File: src/sv/fpsd_pkg.sv
// Shared types and constants for the fixed-point saturating divider.
`default_nettype none
package fpsd_pkg;

   localparam int DataWidth  = 32;
   localparam int FracBits   = 16;
   localparam int GuardShift = 14;
   // An unsaturated quotient magnitude stays below 2^(DataWidth-2).
   localparam int QuoWidth   = DataWidth - 2;
   localparam int NumSteps   = QuoWidth;

   localparam logic [DataWidth-1:0] SatPositive = {1'b0, {(DataWidth-1){1'b1}}};
   localparam logic [DataWidth-1:0] SatNegative = {1'b1, {(DataWidth-1){1'b0}}};

   typedef struct packed {
      logic signed [DataWidth-1:0] dividend;
      logic signed [DataWidth-1:0] divisor;
   } req_type;

   typedef struct packed {
      logic signed [DataWidth-1:0] quotient;
      logic                        saturated;
   } rsp_type;

   // State of one division as it moves down the pipeline.
   typedef struct packed {
      logic [DataWidth-1:0] rem;
      logic [QuoWidth-1:0]  low;
      logic [DataWidth-1:0] mag_divisor;
      logic [QuoWidth-1:0]  quo;
      logic                 neg;
      logic                 sat;
   } stage_type;

endpackage
`default_nettype wire

File: src/sv/fpsd_div_step.sv
// One registered restoring-division step: retires one quotient bit per stage.
`default_nettype none
module fpsd_div_step (
   input  wire logic               clock,
   input  wire logic               reset,
   input  wire logic               in_valid,
   output logic                    in_ready,
   input  wire fpsd_pkg::stage_type in_stage,
   output logic                    out_valid,
   input  wire logic               out_ready,
   output fpsd_pkg::stage_type     out_stage
);
   import fpsd_pkg::*;

   logic                 valid_ff;
   logic                 valid_in;
   stage_type            stage_ff;
   stage_type            stage_in;
   logic [DataWidth:0]   shifted;
   logic [DataWidth+1:0] diff;
   logic                 qbit;

   assign in_ready = !valid_ff || out_ready;

   always_comb begin
      // Bring down the next dividend bit and try to subtract the divisor.
      shifted = {in_stage.rem, in_stage.low[QuoWidth-1]};
      diff    = {1'b0, shifted} - {2'b00, in_stage.mag_divisor};
      qbit    = !diff[DataWidth+1];

      stage_in     = in_stage;
      stage_in.rem = qbit ? diff[DataWidth-1:0] : shifted[DataWidth-1:0];
      stage_in.low = {in_stage.low[QuoWidth-2:0], 1'b0};
      stage_in.quo = {in_stage.quo[QuoWidth-2:0], qbit};
   end

   always_comb begin
      valid_in = valid_ff;
      if (in_ready) begin
         valid_in = in_valid;
      end
   end

   always_ff @(posedge clock) begin
      if (reset) begin
         valid_ff <= 1'b0;
      end else begin
         valid_ff <= valid_in;
      end
   end

   always_ff @(posedge clock) begin
      if (in_ready && in_valid) begin
         stage_ff <= stage_in;
      end
   end

   assign out_valid = valid_ff;
   assign out_stage = stage_ff;

endmodule
`default_nettype wire

File: src/sv/fixed_point_saturating_divider_core.sv
`default_nettype none
// Signed Q16.16 divider with saturation: quotient = (dividend << 16) / divisor, truncated toward
// zero; when (|dividend| >> 14) >= |divisor| (always for a zero divisor) the quotient saturates to
// the most negative or most positive value by the operand signs and saturated is set. Each word
// passes an entry register for magnitudes and the guard, one pipeline stage per quotient bit for
// the 30 restoring-division steps, and an output register for the sign fix-up. A new word is
// accepted in every cycle until a stalled result has filled the pipeline; each stage holds its
// word while the one after it is full, so bubbles close up.
module fixed_point_saturating_divider_core (
   input  wire logic              clock,
   input  wire logic              reset,
   input  wire logic              req_valid,
   output logic                   req_ready,
   input  wire fpsd_pkg::req_type req_data,
   output logic                   rsp_valid,
   input  wire logic              rsp_ready,
   output fpsd_pkg::rsp_type      rsp_data
);
   import fpsd_pkg::*;

   logic                 stg_valid [0:NumSteps];
   logic                 stg_ready [0:NumSteps];
   stage_type            stg_data  [0:NumSteps];

   logic                 pre_valid_ff;
   logic                 pre_valid_in;
   stage_type            pre_ff;
   stage_type            pre_in;
   logic [DataWidth-1:0] mag_a;
   logic [DataWidth-1:0] mag_b;

   logic                 rsp_valid_ff;
   logic                 rsp_valid_in;
   rsp_type              rsp_ff;
   rsp_type              rsp_in;
   logic                 out_load;
   logic [DataWidth-1:0] mag_q;

   // Entry stage: magnitudes as unsigned values, sign and overflow guard.
   assign req_ready = !pre_valid_ff || stg_ready[0];

   always_comb begin
      mag_a = req_data.dividend[DataWidth-1] ? (DataWidth'(0) - DataWidth'(req_data.dividend))
                                             : DataWidth'(req_data.dividend);
      mag_b = req_data.divisor[DataWidth-1] ? (DataWidth'(0) - DataWidth'(req_data.divisor))
                                            : DataWidth'(req_data.divisor);
      pre_in.rem         = mag_a >> GuardShift;
      pre_in.low         = {mag_a[GuardShift-1:0], {FracBits{1'b0}}};
      pre_in.mag_divisor = mag_b;
      pre_in.quo         = '0;
      pre_in.neg         = req_data.dividend[DataWidth-1] ^ req_data.divisor[DataWidth-1];
      pre_in.sat         = (mag_a >> GuardShift) >= mag_b;
   end

   always_comb begin
      pre_valid_in = pre_valid_ff;
      if (req_ready) begin
         pre_valid_in = req_valid;
      end
   end

   always_ff @(posedge clock) begin
      if (reset) begin
         pre_valid_ff <= 1'b0;
      end else begin
         pre_valid_ff <= pre_valid_in;
      end
   end

   always_ff @(posedge clock) begin
      if (req_ready && req_valid) begin
         pre_ff <= pre_in;
      end
   end

   assign stg_valid[0] = pre_valid_ff;
   assign stg_data[0]  = pre_ff;

   // One quotient bit per stage, most significant first.
   for (genvar k = 1; k <= NumSteps; k++) begin : g_step
      fpsd_div_step u_step (
         .clock     (clock),
         .reset     (reset),
         .in_valid  (stg_valid[k-1]),
         .in_ready  (stg_ready[k-1]),
         .in_stage  (stg_data[k-1]),
         .out_valid (stg_valid[k]),
         .out_ready (stg_ready[k]),
         .out_stage (stg_data[k])
      );
   end

   // Output stage: saturation select and sign restore.
   assign out_load             = !rsp_valid_ff || rsp_ready;
   assign stg_ready[NumSteps]  = out_load;

   always_comb begin
      mag_q              = {{(DataWidth-QuoWidth){1'b0}}, stg_data[NumSteps].quo};
      rsp_in.saturated   = stg_data[NumSteps].sat;
      if (stg_data[NumSteps].sat) begin
         rsp_in.quotient = stg_data[NumSteps].neg ? SatNegative : SatPositive;
      end else if (stg_data[NumSteps].neg) begin
         rsp_in.quotient = DataWidth'(0) - mag_q;
      end else begin
         rsp_in.quotient = mag_q;
      end
   end

   always_comb begin
      rsp_valid_in = rsp_valid_ff;
      if (out_load) begin
         rsp_valid_in = stg_valid[NumSteps];
      end
   end

   always_ff @(posedge clock) begin
      if (reset) begin
         rsp_valid_ff <= 1'b0;
      end else begin
         rsp_valid_ff <= rsp_valid_in;
      end
   end

   always_ff @(posedge clock) begin
      if (out_load && stg_valid[NumSteps]) begin
         rsp_ff <= rsp_in;
      end
   end

   assign rsp_valid = rsp_valid_ff;
   assign rsp_data  = rsp_ff;

endmodule
`default_nettype wire

File: config.mk
export PLATFORM = sky130hd
export DESIGN_NAME = fixed_point_saturating_divider_core
export DESIGN_NICKNAME = d
export VERILOG_FILES = /design/src/sv/fpsd_pkg.sv /design/src/sv/fpsd_div_step.sv /design/src/sv/fixed_point_saturating_divider_core.sv
export SDC_FILE = /design/constraint.sdc
export NUM_CORES = 2
export LEC_CHECK = 0
export ABC_AREA = 0
export ABC_CLOCK_PERIOD_IN_PS = 11300
export BUFFER_PORTS_ARGS = -buffer_cell sky130_fd_sc_hd__buf_2
export CORE_ASPECT_RATIO = 1.4
export CORE_MARGIN = 1
export CORE_UTILIZATION = 45
export CTS_CLUSTER_SIZE = 40
export DETAILED_ROUTE_END_ITERATION = 16
export GPL_ROUTABILITY_DRIVEN = 1
export SYNTH_ARGS = -nofsm -noshare
export SYNTH_HDL_FRONTEND = slang
export SYNTH_SLANG_ARGS = --single-unit
File: constraint.sdc
create_clock -name clock -period 11.3 [get_ports clock]
set_input_delay 0 -clock clock [delete_from_list [all_inputs] [get_ports clock]]
set_output_delay 0 -clock clock [all_outputs]
set_load 0.05 [all_outputs]
==> results.py <==
metrics = {
    "run": {
        "max_cap_viol_count": 0,
    },
    "worst_setup_path": {
        "worstPathBufferInverterCount": 1,
        "critPathArrivalTime_ps": 5510,
        "crit_required_ps": 11300,
        "r2r_cells": 10,
        "cp-start-kind": "flop",
        "worst_setup_path_end_kind": "primary output",
        "worstReg2RegStart": "g_step[30].u_step.out_valid$_SDFFE_PP0P_",
        "reg2reg_slack_ps": 6030,
        "slowest_delay_ps": 780,
        "path_cells": "nand4_1, nor3b_1, nand2_1, nor4_1, nand4_1, nor3_2, nand3_1, nor2_1, nand3_1, buf_2",
        "reg2reg_to": "g_step[2].u_step.out_stage[62]$_DFFE_PP_",
        "crit_family": "simple AND/OR/NAND/NOR gates",
        "crit_fanout": 6,
        "setup.worst_path.start": "g_step[30].u_step.out_valid$_SDFFE_PP0P_",
        "crit_type": "reg2out",
        "critPathSlowestCell": "nor3b_1",
    },
    "synthesis": {
        "ys_ff_latch": 2603,
        "yosysSeqAreaShare": 0.5637,
        "synth_ff_type": "edfxtp_1",
        "syn-cell-area_sq_mm": 0.1381,
        "yosysWarnings": 0,
        "avgSynthCellArea_sq_um": 11.71,
        "synth_top_area_frac": 0.5590,
        "ys_top_cells_by_area": "edfxtp_1 (56%), ha_1 (8.6%), a21oi_1 (3.7%), inv_1 (3.3%), xnor2_1 (3.2%)",
        "synth-edff-count": 2571,
        "yosys.cell_types.count": 115,
        "synth_top_area_cell": "edfxtp_1",
        "synth_async_sr_flop_share": 0,
        "syn_inst": 11791,
    },
    "power": {
        "p_clk_frac": 0.455,
        "seqPwrFrac": 0.521,
        "swShare": 0.2021,
        "power.internal_w": 0.01619,
        "power.density_mw_per_mm2": 131.3,
        "total_power_w": 0.02029,
        "combinationalPowerShare": 0.024,
        "leakage_nw": 59.63,
        "p_sw_w": 0.004100,
        "ir_drop_mv": 0.1208,
    },
    "hold_path": {
        "hp-class": "in2reg",
        "hold_start": "req_data[62]",
        "hold_depth": 3,
        "min_to": "pre_ff[110]$_DFFE_PP_",
    },
    "clocking": {
        "cts_setup_buffers": 0,
        "cts_tree": "built",
        "cts-buffers-inserted": 280,
        "clk_path_buf_depth": 4,
        "clk_latency_ps": 890,
        "htreeDepth": 5,
        "cts_resized": 0,
        "clk_pin_slew_ps": 60,
        "cts_root_buffer": "clkbuf_16",
        "numClockSinks": 2603,
    },
    "layout": {
        "seq_area_sq_mm": 0.07784,
        "nNetsFinal": 13267,
        "area_growth_pct": 11.89,
        "final_util": 0.5065,
        "multiInputGateArea_sq_mm": 0.05522,
        "drive_gt1_frac": 0.08629,
        "finalNonFillerCells": 16446,
        "fillCellCount": 26318,
    },
    "timing": {
        "slew_headroom": 0.2377,
        "setup_viol": 0,
        "tightestPinTransition_ps": 1129,
        "setup-tns-final_ps": 0,
        "fin_skew_ps": 92.98,
        "holdWs_ps": 108.3,
        "fin_crit_ps": 5505,
        "maxSlewViolCount": 0,
        "finalHoldViolCount": 0,
        "rsz0062_at_grt": "no",
        "fmax_mhz": 181.6,
        "period_share": 0.4872,
    },
    "status": {
        "status": "finished, final reports clean",
    },
    "route": {
        "firstDrtPassIters": 8,
        "viasPerCell": 5.469,
        "ant_nets": 0,
        "wirelength_mm": 311.8,
        "drtIter0Drc": 4330,
        "drc": 0,
        "wl_per_cell_microns": 18.96,
        "num_vias": 89947,
    },
    "grt": {
        "grt_pass1_vias": 92790,
        "antenna_found_initial": 11,
        "grt_overflow": 0,
        "groute.usage.overall": 0.1968,
        "grt_max_degree": 83,
        "grt_pass1_wl_mm": 486.2,
    },
    "placed_design": {
        "gp_congestion": 0.9330,
        "io_buffers": 102,
        "post-place-cells": 15775,
        "post-dp-hpwl_mm": 239.1,
    },
    "floorplan": {
        "die_w_microns": 470.2,
        "core-area_sq_mm": 0.3051,
        "fp-row-count": 240,
        "io_pins": 103,
        "start_util": 0.4526,
        "dieArea_sq_mm": 0.3091,
        "fp.dieH_microns": 657.5,
    },
}
area by class of cell:
type	instances	area share
flip-flops and latches	2603	0.5038
multi-input cells	7770	0.3574
clock buffers	325	0.04740
well taps	3993	0.03233
inverters	1223	0.02971
repair buffers	340	0.01736
clock inverters	174	0.01175
diodes	18	0.0002915
power by group through the flow:
| stage | logic (W) | registers, W | clock network [W] |
|---|---|---|---|
| 6_report | 0.000487 | 0.0106 | 0.00923 |
| 4_1_cts | 0.000486 | 0.0106 | 0.00949 |
| 2_1_floorplan | 0.000325 | 0.0108 | 0 |
| 3_3_place_gp | 0.000411 | 0.0108 | 0 |
| 5_1_grt | 0.000544 | 0.0106 | 0.00982 |
| 3_5_place_dp | 0.000427 | 0.0108 | 0 |
synth_stat cells (40+ instances only):
| library cell | n |
|---|---|
| a211oi_1 | 96 |
| a21o_1 | 320 |
| a21oi_1 | 1012 |
| a31oi_1 | 116 |
| and2_1 | 69 |
| and3_1 | 77 |
| buf_2 | 80 |
| clkbuf_1 | 94 |
| edfxtp_1 | 2571 |
| ha_1 | 952 |
| inv_1 | 1221 |
| mux2_2 | 289 |
| nand2_1 | 634 |
| nand2b_1 | 168 |
| nand3_1 | 181 |
| nand4_1 | 66 |
| nor2_1 | 957 |
| nor2b_1 | 134 |
| nor3_1 | 160 |
| o211ai_1 | 49 |
| o21a_1 | 184 |
| o21ai_0 | 612 |
| o21bai_1 | 71 |
| o31a_1 | 40 |
| o31ai_1 | 84 |
| or2_2 | 40 |
| or3_1 | 56 |
| xnor2_1 | 512 |
| xor2_1 | 242 |
timing repair:
item / CTS / global route
hold endpoints to repair: 162 / 0
setup endpoints to repair: 0 / 0
hold buffers: 154 / 0
flip-flops by register name (all words and copies together) (netlist names):
signal and count:
g_step.u_step.out_valid 30, rsp_valid 1, pre_ff 66, pre_valid_ff 1, rsp_data 33, g_step.u_step.out_stage 2472
layer usage:
metal | up-vias | GRT usage | routed length (microns)
met4 | 6 | 0.1136 | 18770
met1 | 43313 | 0.1728 | 101700
met3 | 857 | 0.02495 | 9424
met2 | 1653 | 0.4123 | 181800
met5 | - | 0 | 37
li1 | 44118 | - | -
worst min-delay path: cells and delay by family:
kind                      cells  cell delay (ps)
xor gates and xnor gates      1              120
buffers and inverters         2              670
how the worst max path moves through the flow:
| stage | endpoint | slack, ps | depth (start not counted) |
|---|---|---|---|
| after floorplan | g_step[28].u_step.out_stage[0]$_DFFE_PP_ | 2860 | 3 |
| after global placement | g_step[2].u_step.out_stage[62]$_DFFE_PP_ | 6200 | 10 |
| after detailed placement | g_step[2].u_step.out_stage[123]$_DFFE_PP_ | 6090 | 10 |
| after CTS | req_ready | 5680 | 10 |
| after global routing | req_ready | 5240 | 10 |
| final | req_ready | 5790 | 10 |
cells in the final DEF (no fill, tap or decap), types with 96 or more instances in the layout:
cell type,instances
a211oi_1,96
a21o_1,320
a21oi_1,1010
a31oi_1,109
buf_2,102
clkbuf_16,287
dlygate4sd3_1,154
edfxtp_1,2571
ha_1,952
inv_1,1221
mux2_2,289
nand2_1,633
nand2b_1,168
nand3_1,181
nor2_1,955
nor2b_1,122
nor3_1,160
o21a_1,182
o21ai_0,612
xnor2_1,512
xor2_1,242
per-stage QoR:
| step | area [sq um] | worst slack [ps] |
|---|---|---|
| after floorplan | 138100 | 2861 |
| after global placement | 143800 | 6203 |
| after CTS | 154500 | 5680 |
| final | 154500 | 5795 |
| after global routing | 154500 | 5244 |
| after detailed placement | 143800 | 6086 |
logic make-up (layout without fill, tap and decap cells):
group | count (synthesis) | count (layout) | share of synthesized area
flops | 2603 | 2603 | 0.5637
fa+ha+maj | 981 | 981 | 0.09046
buf+inv | 1423 | 2062 | 0.04011
mux | 333 | 333 | 0.02733
xor+xnor | 754 | 754 | 0.04782
other cells | 1 | 24 | 0.00002715
compound gates | 2985 | 2985 | 0.1374
simple gates | 2711 | 2711 | 0.09314
Power figures use the tool's default switching activity.
